==> config.mk <==
export PLATFORM = sky130hd
export DESIGN_NAME = fifo_page_replacement_core
export DESIGN_NICKNAME = d
export VERILOG_FILES = /design/src/rtl/core/fprc_pkg.sv /design/src/rtl/core/fprc_ram.sv /design/src/rtl/core/fprc_ctrl.sv /design/src/rtl/core/fprc_dpath.sv /design/src/rtl/core/fifo_page_replacement_core.sv
export SDC_FILE = /design/constraint.sdc
export NUM_CORES = 1
export LEC_CHECK = 0
export BUFFER_PORTS_ARGS = -buffer_cell sky130_fd_sc_hd__buf_2
export CAP_MARGIN = 15
export CORE_AREA = 3 3 234 236
export DETAILED_ROUTE_END_ITERATION = 12
export DIE_AREA = 0 0 237 239
export SLEW_MARGIN = 20
export SYNTH_ARGS = -nofsm -noshare
export SYNTH_HDL_FRONTEND = slang
export SYNTH_SLANG_ARGS = --single-unit
==> constraint.sdc <==
create_clock -name clk -period 13 [get_ports clk]
set_clock_uncertainty 0.15 [all_clocks]
set_input_delay 1.95 -clock clk [delete_from_list [all_inputs] [get_ports clk]]
set_output_delay 1.95 -clock clk [all_outputs]
set_load 0.01 [all_outputs]
==> src/rtl/core/fprc_pkg.sv <==
// ----------------------------------------------------------------------------
// fprc_pkg
// Shared types for the FIFO page replacement core: the command word from
// the controller to the datapath and the status word going back.
// ----------------------------------------------------------------------------
package fprc_pkg;

  // Controller to datapath commands
  typedef struct packed {
    logic start;       // latch page, read slot 0, capture victim slot
    logic scan;        // a lookup word is valid on the RAM read port
    logic scan_next;   // read the next slot
    logic write_miss;  // write page into victim slot, advance pointer
    logic load_out;    // update counters and load the result register
  } fprc_cmd_t;

  // Datapath to controller status
  typedef struct packed {
    logic match;     // slot under scan is valid and holds the page
    logic last;      // slot under scan is the last one in use
    logic out_free;  // result register can take a new word this cycle
  } fprc_status_t;

  // Width of the frame count register
  localparam int unsigned CFG_W = 5;
  // Width of the reported frame slot
  localparam int unsigned SLOT_OUT_W = 4;
  // Width of the running counters
  localparam int unsigned CNT_W = 32;

endpackage

==> src/rtl/core/fprc_ram.sv <==
// ----------------------------------------------------------------------------
// fprc_ram
// Generic single-write, single-read RAM with registered read data.
// ----------------------------------------------------------------------------
module fprc_ram #(
  parameter int unsigned WIDTH = 16,
  parameter int unsigned DEPTH = 16
) (
  input  logic                                   clk,
  input  logic                                   we,
  input  logic [((DEPTH > 1) ? $clog2(DEPTH) : 1)-1:0] waddr,
  input  logic [WIDTH-1:0]                       wdata,
  input  logic                                   re,
  input  logic [((DEPTH > 1) ? $clog2(DEPTH) : 1)-1:0] raddr,
  output logic [WIDTH-1:0]                       rdata
);

  logic [WIDTH-1:0] mem_r [DEPTH];
  logic [WIDTH-1:0] rdata_r;

  // Write port
  always_ff @(posedge clk) begin
    if (we) begin
      mem_r[waddr] <= wdata;
    end
  end

  // Registered read port
  always_ff @(posedge clk) begin
    if (re) begin
      rdata_r <= mem_r[raddr];
    end
  end

  assign rdata = rdata_r;

endmodule

==> src/rtl/core/fprc_ctrl.sv <==
// ----------------------------------------------------------------------------
// fprc_ctrl
// Controller for the page replacement core: accepts a word, walks the
// frame lookup, runs the miss update and hands the result to the output.
// ----------------------------------------------------------------------------
module fprc_ctrl
  import fprc_pkg::*;
(
  input  logic         clk,
  input  logic         rst_n,
  input  logic         in_valid,
  output logic         in_stall,
  input  fprc_status_t st,
  output fprc_cmd_t    cmd
);

  localparam logic [1:0] ST_IDLE = 2'd0;
  localparam logic [1:0] ST_SCAN = 2'd1;
  localparam logic [1:0] ST_UPD  = 2'd2;
  localparam logic [1:0] ST_OUT  = 2'd3;

  logic [1:0] state_r;
  logic [1:0] state_nxt;

  // Next state and commands
  always_comb begin
    state_nxt = state_r;
    cmd       = '0;
    unique case (state_r)
      ST_IDLE: begin
        if (in_valid && rst_n) begin
          cmd.start = 1'b1;
          state_nxt = ST_SCAN;
        end
      end
      ST_SCAN: begin
        cmd.scan = 1'b1;
        if (st.match) begin
          state_nxt = ST_OUT;
        end else if (st.last) begin
          state_nxt = ST_UPD;
        end else begin
          cmd.scan_next = 1'b1;
        end
      end
      ST_UPD: begin
        cmd.write_miss = 1'b1;
        state_nxt      = ST_OUT;
      end
      ST_OUT: begin
        if (st.out_free) begin
          cmd.load_out = 1'b1;
          state_nxt    = ST_IDLE;
        end
      end
      default: begin
        state_nxt = ST_IDLE;
      end
    endcase
  end

  always_ff @(posedge clk) begin
    if (!rst_n) begin
      state_r <= ST_IDLE;
    end else begin
      state_r <= state_nxt;
    end
  end

  // Input side is open only when idle and out of reset
  assign in_stall = !rst_n || (state_r != ST_IDLE);

endmodule

==> src/rtl/core/fprc_dpath.sv <==
// ----------------------------------------------------------------------------
// fprc_dpath
// Datapath for the page replacement core: frame store, valid bits, victim
// pointer, frame count register, counters and the result register.
// ----------------------------------------------------------------------------
module fprc_dpath
  import fprc_pkg::*;
#(
  parameter int unsigned FRAMES    = 16,
  parameter int unsigned PAGE_BITS = 16
) (
  input  logic                  clk,
  input  logic                  rst_n,
  input  fprc_cmd_t             cmd,
  output fprc_status_t          st,
  input  logic                  cfg_we,
  input  logic [CFG_W-1:0]      cfg_wdata,
  input  logic [PAGE_BITS-1:0]  in_page_number,
  output logic                  out_valid,
  input  logic                  out_stall,
  output logic                  out_hit,
  output logic [SLOT_OUT_W-1:0] out_frame_slot,
  output logic                  out_evicted_valid,
  output logic [PAGE_BITS-1:0]  out_evicted_page,
  output logic [CNT_W-1:0]      out_hit_total,
  output logic [CNT_W-1:0]      out_access_total
);

  localparam int unsigned SW = (FRAMES > 1) ? $clog2(FRAMES) : 1;
  localparam int unsigned NW = $clog2(FRAMES + 1);

  // Frame count register and clamped count
  logic [CFG_W-1:0] cfg_r;
  logic [NW-1:0]    nfr;

  always_ff @(posedge clk) begin
    if (!rst_n) begin
      cfg_r <= CFG_W'(16);
    end else if (cfg_we) begin
      cfg_r <= cfg_wdata;
    end
  end

  always_comb begin
    if (cfg_r == '0) begin
      nfr = NW'(1);
    end else if (32'(cfg_r) > 32'(FRAMES)) begin
      nfr = NW'(FRAMES);
    end else begin
      nfr = NW'(cfg_r);
    end
  end

  // Lookup state
  logic [PAGE_BITS-1:0] page_r;
  logic [SW-1:0]        idx_r;
  logic [SW-1:0]        vic_r;
  logic [SW-1:0]        vptr_r;
  logic [FRAMES-1:0]    valid_r;
  logic                 hit_r;
  logic [SW-1:0]        slot_r;
  logic                 evv_r;
  logic [PAGE_BITS-1:0] evp_r;
  logic [PAGE_BITS-1:0] rd_data;
  logic [SW-1:0]        rd_addr;
  logic [SW-1:0]        vic_wrap;
  logic [SW-1:0]        vptr_adv;

  // Frame store
  assign rd_addr = cmd.start ? '0 : SW'(idx_r + 1'b1);

  fprc_ram #(
    .WIDTH (PAGE_BITS),
    .DEPTH (FRAMES)
  ) u_frames (
    .clk   (clk),
    .we    (cmd.write_miss),
    .waddr (vic_r),
    .wdata (page_r),
    .re    (cmd.start || cmd.scan_next),
    .raddr (rd_addr),
    .rdata (rd_data)
  );

  // Pointer wrap after a count change, and round-robin advance
  assign vic_wrap = (8'(vptr_r) >= 8'(nfr)) ? '0 : vptr_r;
  assign vptr_adv = ((8'(vic_r) + 8'd1) >= 8'(nfr)) ? '0 : SW'(vic_r + 1'b1);

  // Status back to the controller
  assign st.match    = valid_r[idx_r] && (rd_data == page_r);
  assign st.last     = (8'(idx_r) + 8'd1) == 8'(nfr);
  assign st.out_free = !out_valid || !out_stall;

  // Lookup payload registers
  always_ff @(posedge clk) begin
    if (cmd.start) begin
      page_r <= in_page_number;
      idx_r  <= '0;
      vic_r  <= vic_wrap;
      hit_r  <= 1'b0;
      evv_r  <= 1'b0;
    end else if (cmd.scan_next) begin
      idx_r <= SW'(idx_r + 1'b1);
    end
    if (cmd.scan && (idx_r == vic_r)) begin
      evp_r <= rd_data;
    end
    if (cmd.scan && st.match) begin
      hit_r  <= 1'b1;
      slot_r <= idx_r;
    end
    if (cmd.write_miss) begin
      slot_r <= vic_r;
      evv_r  <= valid_r[vic_r];
    end
  end

  // Valid bits and victim pointer
  always_ff @(posedge clk) begin
    if (!rst_n) begin
      valid_r <= '0;
      vptr_r  <= '0;
    end else if (cmd.write_miss) begin
      valid_r[vic_r] <= 1'b1;
      vptr_r         <= vptr_adv;
    end
  end

  // Saturating counters
  logic [CNT_W-1:0] hit_cnt_r;
  logic [CNT_W-1:0] acc_cnt_r;
  logic [CNT_W-1:0] hit_cnt_nxt;
  logic [CNT_W-1:0] acc_cnt_nxt;

  assign acc_cnt_nxt = (&acc_cnt_r) ? acc_cnt_r : acc_cnt_r + 1'b1;
  assign hit_cnt_nxt = (hit_r && !(&hit_cnt_r)) ? hit_cnt_r + 1'b1 : hit_cnt_r;

  always_ff @(posedge clk) begin
    if (!rst_n) begin
      hit_cnt_r <= '0;
      acc_cnt_r <= '0;
    end else if (cmd.load_out) begin
      hit_cnt_r <= hit_cnt_nxt;
      acc_cnt_r <= acc_cnt_nxt;
    end
  end

  // Result register
  logic                  ovld_r;
  logic                  ohit_r;
  logic [SLOT_OUT_W-1:0] oslot_r;
  logic                  oevv_r;
  logic [PAGE_BITS-1:0]  oevp_r;
  logic [CNT_W-1:0]      ohits_r;
  logic [CNT_W-1:0]      oacc_r;

  always_ff @(posedge clk) begin
    if (!rst_n) begin
      ovld_r <= 1'b0;
    end else if (cmd.load_out) begin
      ovld_r <= 1'b1;
    end else if (!out_stall) begin
      ovld_r <= 1'b0;
    end
  end

  always_ff @(posedge clk) begin
    if (cmd.load_out) begin
      ohit_r  <= hit_r;
      oslot_r <= SLOT_OUT_W'(slot_r);
      oevv_r  <= evv_r;
      oevp_r  <= evv_r ? evp_r : '0;
      ohits_r <= hit_cnt_nxt;
      oacc_r  <= acc_cnt_nxt;
    end
  end

  assign out_valid         = ovld_r;
  assign out_hit           = ohit_r;
  assign out_frame_slot    = oslot_r;
  assign out_evicted_valid = oevv_r;
  assign out_evicted_page  = oevp_r;
  assign out_hit_total     = ohits_r;
  assign out_access_total  = oacc_r;

endmodule

==> src/rtl/core/fifo_page_replacement_core.sv <==
// ----------------------------------------------------------------------------
// fifo_page_replacement_core
// FIFO page replacement over a set of page frames, one reference per word.
//
//   port group  direction  contents
//   in_*        input      page_number, valid/stall
//   out_*       output     hit, frame_slot, evicted_valid/page, totals
//   cfg_*       input      frames_in_use write (we + data)
//
// The lookup stops at the matching slot on a hit and reads all n frames in
// use on a miss before the victim is written: the lookup reads one frame
// per cycle from the single read port of the frame RAM.
// Reset is synchronous, active low; in_stall is high during reset.
// The result register lets the next word be accepted while a result waits.
// ----------------------------------------------------------------------------
module fifo_page_replacement_core
  import fprc_pkg::*;
#(
  parameter int unsigned FRAMES    = 16,
  parameter int unsigned PAGE_BITS = 16
) (
  input  logic                  clk,
  input  logic                  rst_n,
  input  logic                  in_valid,
  output logic                  in_stall,
  input  logic [PAGE_BITS-1:0]  in_page_number,
  output logic                  out_valid,
  input  logic                  out_stall,
  output logic                  out_hit,
  output logic [SLOT_OUT_W-1:0] out_frame_slot,
  output logic                  out_evicted_valid,
  output logic [PAGE_BITS-1:0]  out_evicted_page,
  output logic [CNT_W-1:0]      out_hit_total,
  output logic [CNT_W-1:0]      out_access_total,
  input  logic                  cfg_we,
  input  logic [CFG_W-1:0]      cfg_wdata
);

  fprc_cmd_t    cmd;
  fprc_status_t st;

  fprc_ctrl u_ctrl (
    .clk      (clk),
    .rst_n    (rst_n),
    .in_valid (in_valid),
    .in_stall (in_stall),
    .st       (st),
    .cmd      (cmd)
  );

  fprc_dpath #(
    .FRAMES    (FRAMES),
    .PAGE_BITS (PAGE_BITS)
  ) u_dpath (
    .clk               (clk),
    .rst_n             (rst_n),
    .cmd               (cmd),
    .st                (st),
    .cfg_we            (cfg_we),
    .cfg_wdata         (cfg_wdata),
    .in_page_number    (in_page_number),
    .out_valid         (out_valid),
    .out_stall         (out_stall),
    .out_hit           (out_hit),
    .out_frame_slot    (out_frame_slot),
    .out_evicted_valid (out_evicted_valid),
    .out_evicted_page  (out_evicted_page),
    .out_hit_total     (out_hit_total),
    .out_access_total  (out_access_total)
  );

endmodule

==> flow_summary.rst, run 1 <==
.. list-table::
   :header-rows: 1

   * - Metric
     - Value
   * - Status
     - finished, final reports clean
   * - Routed vias/inst
     - around 5.3
   * - End of the worst register-to-register path
     - u_dpath.u_frames.rdata[6]
   * - Number of antenna cells inserted
     - 0
   * - Area growth from synthesis to layout
     - 14.3%
   * - Tightest Hold Check Type
     - register to register
   * - Cells after synthesis
     - approximately 1.6k
   * - Total power per unit cell area
     - 180 nW/um^2
   * - Clock sink count
     - approximately 500
   * - Max-cap viol count
     - 0
   * - Placer congestion estimate
     - between 0.8 and 0.9
   * - Number of global-route vias before repair
     - approximately 13k
   * - Fraction of the mapped netlist area in compound gates
     - ~7.5%
   * - Met3 Track Usage GR
     - around 2.9%
   * - Number of cell instances on the worst register-to-register path
     - 7
   * - Setup CP Type
     - input port to primary output
   * - TritonCTS buffer count
     - 50
   * - CTS hold repair buffers
     - 0
   * - Largest net degree at the start of global routing
     - just under 90
   * - Total standard cell area after synthesis
     - 21000 sq um
   * - Fraction of met2 tracks used by global routing
     - between 20% and 30%
   * - Residual DRC
     - 0
   * - Data arrival time of the critical path
     - 2.75 ns
   * - CP Max Fanout
     - 24
   * - Worst slew margin relative to its limit
     - a little under a third
   * - Portion of netlist area occupied by mux cells
     - around 5%
   * - Distinct cell type count after synthesis
     - 62
   * - Final hold viol count
     - 0
   * - CP endpoint
     - in_stall
   * - First-pass iteration count of the detailed router
     - 5
   * - Dpl hpwl
     - around 29 mm
   * - Reg-to-reg setup timing slack
     - 9.39 ns
   * - Count of warnings emitted by yosys
     - 0
   * - Filler cell count
     - around 4.7k
   * - Floorplan die width
     - about 240 microns
   * - Fin. max-slew vios
     - 0
   * - Actual transition at the worst max-transition pin
     - 1.04 ns
   * - Post_cts resized
     - 0
   * - Clock transition at path regs
     - 0.06 ns
   * - Clk_lat worst skew
     - around 0.60 ns
   * - Post-CTS Setup Inserts
     - 0
   * - Library cell used as clock root buffer
     - sky130_fd_sc_hd__clkbuf_16
   * - Type of destination of the critical path
     - primary output
   * - Count of nets left with antenna violations after detail routing
     - 0
   * - Remaining global-route overflow
     - 0
   * - Total Negative Setup Slacks
     - 0 ns
   * - Setup repair after global routing missed its margin
     - false
   * - Die Footprint
     - ~57000 sq um
   * - Count of endpoints failing setup in the final report
     - 0
   * - Fraction of layout instances using a drive strength above 1
     - between 15 and 20%
   * - Top flip-flop cell by instance count after synthesis
     - sky130_fd_sc_hd__edfxtp_1
   * - Highest achievable clock rate
     - 206 MHz
   * - Synthesized-area fraction occupied by xor and xnor cells
     - between 5 and 6%
   * - Worst-case clock buffer depth
     - 3
   * - Leak Pwr
     - just under 8 nW
   * - Number of nets in the layout
     - around 1.7k
   * - Total of flip-flops plus latches after synthesis
     - 496
   * - Total nets after synthesis
     - around 1.6k
   * - Arithmetic-cell share of the synthesized area counting full adders, half adders and majority gates
     - between 1 and 1.5%
   * - First-pass GRT wire length
     - slightly above 70 mm
   * - GR met1 Demand/Resource
     - 22.8%
   * - Main combinational cell family by area after synthesis
     - simple AND/OR/NAND/NOR gates
   * - Average wire length per cell after detail routing
     - 18.9 microns
   * - Worst vdd rail ir drop
     - about 0.11 mV
   * - Kind of start point of the critical path
     - input port
   * - Effective utilization at floorplan
     - between 30 and 40%
   * - Part of the cycle the worst path needs
     - 37.3%
   * - Number of enable flip-flop cells after synthesis
     - between 300 and 400
   * - Top library cells by usage in the layout, fill and taps aside
     - sky130_fd_sc_hd__edfxtp_1 (399), sky130_fd_sc_hd__nand2_1 (125), sky130_fd_sc_hd__nor2_1 (119)
   * - Via count of the routed design
     - roughly 13k
   * - Most heavily used metal layer in global routing
     - met2
   * - Sequential area share after synthesis
     - roughly two thirds
   * - Core area
     - 52700 sq um
   * - Shortest clock period the worst path allows after layout
     - between 4 and 5 ns
   * - Avg Synthesized Cell Area
     - around 13 sq um
   * - Die Height
     - 239 microns
   * - WL final
     - approximately 46 mm
   * - Simple-gate share of the synthesized area
     - between 10% and 20%
   * - Most common library cell in the layout ignoring fill and taps
     - sky130_fd_sc_hd__edfxtp_1
   * - Reg2Reg Launch Point
     - u_dpath.idx_r[0]
   * - Data required time of the worst path
     - ~11 ns
   * - Initial antenna violation count
     - 0
   * - Starting DRC count in detailed routing
     - between 900 and 1k
   * - Async set-reset flop share out of synthesis
     - 0%
   * - Io pins
     - ~110
   * - H-tree Lvls
     - 2
   * - TritonCTS clock tree
     - built
   * - Total global routing track utilization
     - roughly 16%
   * - CP Launch Point
     - rst_n
   * - Number of I/O port buffers
     - 113
   * - Std cell rows
     - 84
   * - Final standard cell utilization of the core
     - a little under half
[per-layer routing]
| layer | share of wire, % | wire length, microns |
|---|---|---|
| met1 | 46 | 21200 |
| met2 | 47 | 21400 |
| met3 | 5.5 | 2530 |
| met4 | 1.8 | 823 |
| met5 | 0 | 0 |
[synth_stat cells, drive strengths merged (2+ instances only)]
cell type / number / area share (%)
edfxtp: 399 / 57
nand2: 127 / 2.3
nor2: 119 / 2.1
dfxtp: 97 / 9.2
xnor2: 91 / 3.8
clkbuf: 81 / 1.5
a21oi: 71 / 1.7
nand3: 54 / 1.3
o21ai: 47 / 1.1
xor2: 46 / 1.9
and2: 33 / 0.98
o211ai: 29 / 1.0
mux2i: 27 / 1.3
or3: 27 / 0.80
nand4: 26 / 0.90
mux4: 25 / 2.7
nor3: 24 / 0.57
nor4: 21 / 0.77
a211oi: 20 / 0.71
ha: 20 / 1.2
nor2b: 20 / 0.59
buf: 19 / 0.39
mux2: 19 / 1.0
inv: 18 / 0.32
and3: 17 / 0.51
a31oi: 16 / 0.48
nand2b: 16 / 0.48
o221ai: 16 / 0.67
o22ai: 16 / 0.48
o21a: 13 / 0.46
nor3b: 6 / 0.21
and4: 5 / 0.21
or2: 5 / 0.15
a21o: 4 / 0.14
o31ai: 3 / 0.11
nor4b: 2 / 0.083
o41ai: 2 / 0.083
[critical path, stage by stage]
cell,delay [ns]
sky130_fd_sc_hd__buf_2,0.45
sky130_fd_sc_hd__nand2_1,0.16
sky130_fd_sc_hd__buf_2,0.17
[power by group]
part	internal [mW]	total, mW	leakage [nW]	switching [mW]
registers	1.86	1.95	4.35	0.0868
logic	0.355	0.960	2.80	0.605
clock network	0.824	1.43	0.797	0.605
total	3.04	4.34	7.95	1.30
[through the flow]
| step | hold slack, ns | total power, mW | setup slack [ns] | instance area [sq um] | instances |
|---|---|---|---|---|---|
| after detailed placement | 0.257 | 2.94 | 7.91 | 22400 | 2331 |
| after global placement | 0.253 | 2.92 | 8.02 | 22400 | 2331 |
| final | 0.270 | 4.34 | 8.15 | 24000 | 2424 |
| after CTS | 0.271 | 4.38 | 8.12 | 24000 | 2424 |
| after floorplan | 0.250 | 2.62 | 7.30 | 21000 | 1598 |
| after global routing | 0.275 | 4.55 | 8.09 | 24000 | 2424 |
[state kept, by name, summed over array words and instances, names as in the netlist, 5 cells and up]
signal and count:
u_dpath.acc_cnt_r 32, u_dpath.u_frames.mem_r 256, u_dpath.hit_cnt_r 32, u_dpath.out_access_total 32, u_dpath.evp_r 16, u_dpath.cfg_r 5
u_dpath.out_hit_total 32, u_dpath.u_frames.rdata 16, u_dpath.page_r 16, u_dpath.out_evicted_page 16, u_dpath.valid_r 16
[kinds of logic after synthesis]
| kind of cell | after synthesis |
|---|---|
| compound gates | 247 |
| fa+ha+maj | 20 |
| mux | 71 |
| flops | 496 |
| buf+inv | 118 |
| xor+xnor | 138 |
| simple gates | 508 |
[final cells by class]
class                   count  area, sq um  area share, %
inverters                  18         70.1          0.292
well taps                 688          861           3.58
clock buffers              70         1380           5.73
multi-input cells         984         6730           28.0
flip-flops and latches    496        13900           57.9
clock inverters            23          262           1.09
repair buffers            145          810           3.37
[worst min path at each step]
stage | startpoint | to | cells past startpoint
3_3_place_gp | u_dpath.slot_r[2] | u_dpath.out_frame_slot[2] | 0
6_report | u_dpath.slot_r[2] | u_dpath.out_frame_slot[2] | 0
4_1_cts | u_dpath.slot_r[0] | u_dpath.out_frame_slot[0] | 0
2_1_floorplan | u_dpath.slot_r[0] | u_dpath.out_frame_slot[0] | 0
5_1_grt | u_dpath.slot_r[0] | u_dpath.out_frame_slot[0] | 0
3_5_place_dp | u_dpath.slot_r[0] | u_dpath.out_frame_slot[0] | 0
No activity file was read; power rests on OpenSTA's default activity.
==> run 2, diff against run 1 <==
ABC_AREA = 1   (was default)
CORE_AREA = 3 3 237 239   (was 3 3 234 236)
DIE_AREA = 0 0 240 242   (was 0 0 237 239)
clock period = 4.3 ns   (was 13 ns; I/O delays follow)
==> run 2 against run 1 <==
Sequential share of layout area fell by 1.9 points. Clock power rose to 3.2 times the previous value. Register-to-register slack got worse by 8.4 ns. Cell area rose by 3.4%. Non-clock buffer count rose by 22. Sequential cell count did not move. Combinational power rose to 4.9 times the previous value. Highest routed layer unchanged. Power rose to 3.6 times the previous value. Synthesized cell count rose by 30%. First-iteration DRC count rose by 49%. Setup slack got worse by 7.2 ns.
==> flow_summary.rst, run 2 <==
.. list-table::
   :header-rows: 1

   * - Metric
     - Value
   * - First-pass iteration count of the detailed router
     - 5 (unchanged)
   * - Count of warnings emitted by yosys
     - 0 (unchanged)
   * - Number of enable flip-flop cells after synthesis
     - 399 (unchanged)
   * - Filler cell count
     - 4977 (was 4665)
   * - Portion of netlist area occupied by mux cells
     - 0% (was 4.98%)
   * - Setup repair after global routing missed its margin
     - false (unchanged)
   * - Area growth from synthesis to layout
     - 15.0% (was 14.3%)
   * - Clock sink count
     - 496 (unchanged)
   * - Total nets after synthesis
     - 2123 (was 1644)
   * - Final hold viol count
     - 0 (unchanged)
   * - Starting DRC count in detailed routing
     - 1403 (was 940)
   * - Number of I/O port buffers
     - 113 (unchanged)
   * - Count of endpoints failing setup in the final report
     - 0 (unchanged)
   * - Io pins
     - 114 (unchanged)
   * - Number of cell instances on the worst register-to-register path
     - 10 (was 7)
   * - CTS hold repair buffers
     - 0 (unchanged)
   * - Std cell rows
     - 85 (was 84)
   * - Number of antenna cells inserted
     - 0 (unchanged)
   * - Cell count after placement
     - 2849 (was 2331)
   * - Effective utilization at floorplan
     - 40.0% (about the same)
   * - Number of global-route vias before repair
     - 14.9k (was 12.5k)
   * - Arithmetic-cell share of the synthesized area counting full adders, half adders and majority gates
     - 1.16% (was 1.19%)
   * - Synth top cells by count
     - sky130_fd_sc_hd__nand2_1 (417), sky130_fd_sc_hd__edfxtp_1 (399), sky130_fd_sc_hd__nor2_1 (256) (was sky130_fd_sc_hd__edfxtp_1 (399), sky130_fd_sc_hd__nand2_1 (127), sky130_fd_sc_hd__nor2_1 (119))
   * - Fin. max-slew vios
     - 0 (unchanged)
   * - Avg Synthesized Cell Area
     - 10.4 sq um (was 13.2 sq um)
   * - Top routing layer used
     - met4 (unchanged)
   * - Worst vdd rail ir drop
     - 0.328 mV (was 0.107 mV)
   * - Cell types with the largest area share after synthesis
     - sky130_fd_sc_hd__edfxtp_1 (55%), sky130_fd_sc_hd__dfxtp_1 (9.0%), sky130_fd_sc_hd__nand2_1 (7.2%) (was sky130_fd_sc_hd__edfxtp_1 (57%), sky130_fd_sc_hd__dfxtp_1 (9.2%), sky130_fd_sc_hd__xnor2_1 (3.8%))
   * - WL final
     - 55.1 mm (was 45.9 mm)
   * - Worst-case clock buffer depth
     - 3 (unchanged)
   * - Final non-filler cell total
     - 2945 (was 2424)
   * - Length of routed met3 wiring
     - 3.75 mm (was 2.53 mm)
   * - Shortest clock period the worst path allows after layout
     - about 3.3 ns
   * - Largest net degree at the start of global routing
     - 78 (was 89)
   * - Clk_lat worst skew
     - 0.62 ns (was 0.60 ns)
   * - Routed length on met1
     - 24.1 mm (was 21.2 mm)
   * - H-tree Lvls
     - 2 (unchanged)
   * - Total standard cell area after synthesis
     - 21600 sq um (was 21000 sq um)
   * - Floorplan die width
     - 240 microns (was 237 microns)
   * - Die Height
     - 242 microns (was 239 microns)
   * - Main combinational cell family by area after synthesis
     - simple AND/OR/NAND/NOR gates (unchanged)
   * - Reg-to-reg setup timing slack
     - 0.99 ns (was 9.39 ns)
   * - Fraction of the mapped netlist area in compound gates
     - 8.84% (was 7.49%)
   * - Total of flip-flops plus latches after synthesis
     - 496 (unchanged)
   * - Dominant cell by count in the synthesized netlist
     - sky130_fd_sc_hd__nand2_1 (was sky130_fd_sc_hd__edfxtp_1)
   * - Overall Power
     - 15.6 mW (was 4.34 mW)
   * - Area of the multi-input gates
     - 6540 sq um (was 6730 sq um)
   * - Most common library cell in the layout ignoring fill and taps
     - sky130_fd_sc_hd__nand2_1 (was sky130_fd_sc_hd__edfxtp_1)
   * - Total Negative Setup Slacks
     - 0 ns (unchanged)
   * - Async set-reset flop share out of synthesis
     - 0% (unchanged)
   * - End of the worst register-to-register path
     - u_dpath.u_frames.rdata[12] (was u_dpath.u_frames.rdata[6])
   * - Post_cts resized
     - 0 (unchanged)
   * - Data required time of the worst path
     - 4.44 ns (was 10.90 ns)
   * - Type of destination of the critical path
     - register (was primary output)
   * - Synthesized-area fraction occupied by xor and xnor cells
     - 1.74% (was 5.81%)
   * - Final WS setup
     - 0.992 ns (was 8.15 ns)
   * - Routed length on met2
     - 25.7 mm (was 21.4 mm)
   * - Yosys top cell area share
     - 55.4% (was 57.0%)
   * - Dpl hpwl
     - 35.8 mm (was 29.1 mm)
   * - Highest achievable clock rate
     - about 300 MHz
   * - Reg2Reg Launch Point
     - u_dpath.idx_r[0] (unchanged)
   * - Distinct cell type count after synthesis
     - 52 (was 62)
   * - CP Launch Point
     - u_dpath.idx_r[0] (was rst_n)
   * - Part of the cycle the worst path needs
     - between 70% and 80%
   * - Worst slew margin relative to its limit
     - 45.2% (was 30.6%)
   * - Routed vias/inst
     - 5.32 (was 5.30)
   * - First-pass GRT wire length
     - 85.1 mm (was 72.4 mm)
   * - Largest Register
     - u_dpath.u_frames.mem_r (unchanged)
   * - Placer congestion estimate
     - 0.876 (was 0.808)
   * - Status
     - finished, final reports clean (unchanged)
   * - Simple-gate share of the synthesized area
     - 18.4% (was 12.2%)
   * - CP Max Fanout
     - 17 (was 24)
   * - Via count of the routed design
     - 15.7k (was 12.9k)
   * - CP endpoint
     - u_dpath.u_frames.rdata[12] (was in_stall)
   * - Initial antenna violation count
     - 0 (unchanged)
   * - Setup CP Type
     - register to register (was input port to primary output)
   * - Sequential area share after synthesis
     - 64.4% (was 66.2%)
   * - Flip-flop count of the largest register, all copies and words added
     - 256 (unchanged)
   * - Core area
     - 54000 sq um (was 52700 sq um)
   * - Post-synth top area cell
     - sky130_fd_sc_hd__edfxtp_1 (unchanged)
   * - Top flip-flop cell by instance count after synthesis
     - sky130_fd_sc_hd__edfxtp_1 (unchanged)
   * - TritonCTS buffer count
     - 53 (was 50)
   * - Average wire length per cell after detail routing
     - 18.7 microns (was 18.9 microns)
   * - Total power per unit cell area
     - 629 nW/um^2 (was 180 nW/um^2)
   * - Library cell used as clock root buffer
     - sky130_fd_sc_hd__clkbuf_16 (unchanged)
   * - Clock transition at path regs
     - 0.07 ns (was 0.06 ns)
   * - Sequential cell area
     - 13900 sq um (about the same)
   * - Die Footprint
     - 58100 sq um (was 56600 sq um)
   * - Kind of start point of the critical path
     - register (was input port)
   * - Total global routing track utilization
     - 18.8% (was 16.0%)
   * - Cells after synthesis
     - 2077 (was 1598)
   * - TritonCTS clock tree
     - built (unchanged)
   * - Actual transition at the worst max-transition pin
     - 0.821 ns (was 1.04 ns)
   * - Top library cells by usage in the layout, fill and taps aside
     - sky130_fd_sc_hd__nand2_1 (416), sky130_fd_sc_hd__edfxtp_1 (399), sky130_fd_sc_hd__nor2_1 (253) (was sky130_fd_sc_hd__edfxtp_1 (399), sky130_fd_sc_hd__nand2_1 (125), sky130_fd_sc_hd__nor2_1 (119))
   * - Data arrival time of the critical path
     - 3.45 ns (was 2.75 ns)
   * - Tightest Hold Check Type
     - input port to register (was register to register)
   * - Max-cap viol count
     - 0 (unchanged)
   * - Post-CTS Setup Inserts
     - 0 (unchanged)
   * - Worst slack, placed
     - 1.08 ns (was 7.91 ns)
   * - Remaining global-route overflow
     - 0 (unchanged)
   * - Leak Pwr
     - 9.56 nW (was 7.95 nW)
   * - Hold slack
     - 0.0523 ns (was 0.270 ns)
   * - Count of nets left with antenna violations after detail routing
     - 0 (unchanged)
   * - Fraction of layout instances using a drive strength above 1
     - 15.7% (was 16.7%)
   * - Number of nets in the layout
     - 2254 (was 1741)
   * - Residual DRC
     - 0 (unchanged)
run 2: cell type report:
cell class	instances	share of cell area [%]
clock inverter	34	1.48
multi-input combinational	1289	26.3
timing repair buffer	167	4.06
sequential	496	56.0
inverter	201	3.05
clock buffer	62	5.59
tap	696	3.50
run 2: logic make-up after synthesis:
| logic type | count (synthesis) |
|---|---|
| simple gates | 922 |
| flops | 496 |
| compound gates | 304 |
| buf+inv | 292 |
| xor+xnor | 43 |
| fa+ha+maj | 20 |
run 2: metal layers:
layer	vias up	global-route usage, %
li1	7387	-
met1	7600	25.7
met2	580	30.4
met3	114	3.05
met4	0	6.26
met5	-	0
run 2: worst min-delay path by stage:
stage	start	end	slack, ns	cells past startpoint
floorplan	u_dpath.slot_r[0]	u_dpath.out_frame_slot[0]	0.25	0
global placement	u_dpath.slot_r[1]	u_dpath.out_frame_slot[1]	0.26	0
detailed placement	u_dpath.slot_r[1]	u_dpath.out_frame_slot[1]	0.26	0
CTS	in_page_number[0]	u_dpath.page_r[0]	0.01	1
global route	in_page_number[0]	u_dpath.page_r[0]	0.02	1
finish	in_page_number[0]	u_dpath.page_r[0]	0.05	1
run 2: metrics by stage:
stage,area (sq um),utilization (%)
after CTS,24900,46.0
after floorplan,21600,-
after global routing,24900,46.0
after detailed placement,23100,42.8
final,24900,46.0
after global placement,23100,42.8
run 2: power by group:
| part | switching (mW) | internal (mW) |
|---|---|---|
| Sequential | 0.457 | 5.89 |
| Combinational | 3.15 | 1.57 |
| Clock | 1.90 | 2.68 |
run 2: critical path, stage by stage, from the launching register on:
cell and delay (ns):
sky130_fd_sc_hd__dfxtp_1 0.76, sky130_fd_sc_hd__ha_1 0.36, sky130_fd_sc_hd__buf_4 0.23, sky130_fd_sc_hd__inv_1 0.12
sky130_fd_sc_hd__nand3_1 0.08, sky130_fd_sc_hd__nand2_1 0.08, sky130_fd_sc_hd__nor2_1 0.04, sky130_fd_sc_hd__nand2_1 0.06
sky130_fd_sc_hd__nand3_1 0.25, sky130_fd_sc_hd__nand2_1 0.50, sky130_fd_sc_hd__buf_4 0.35
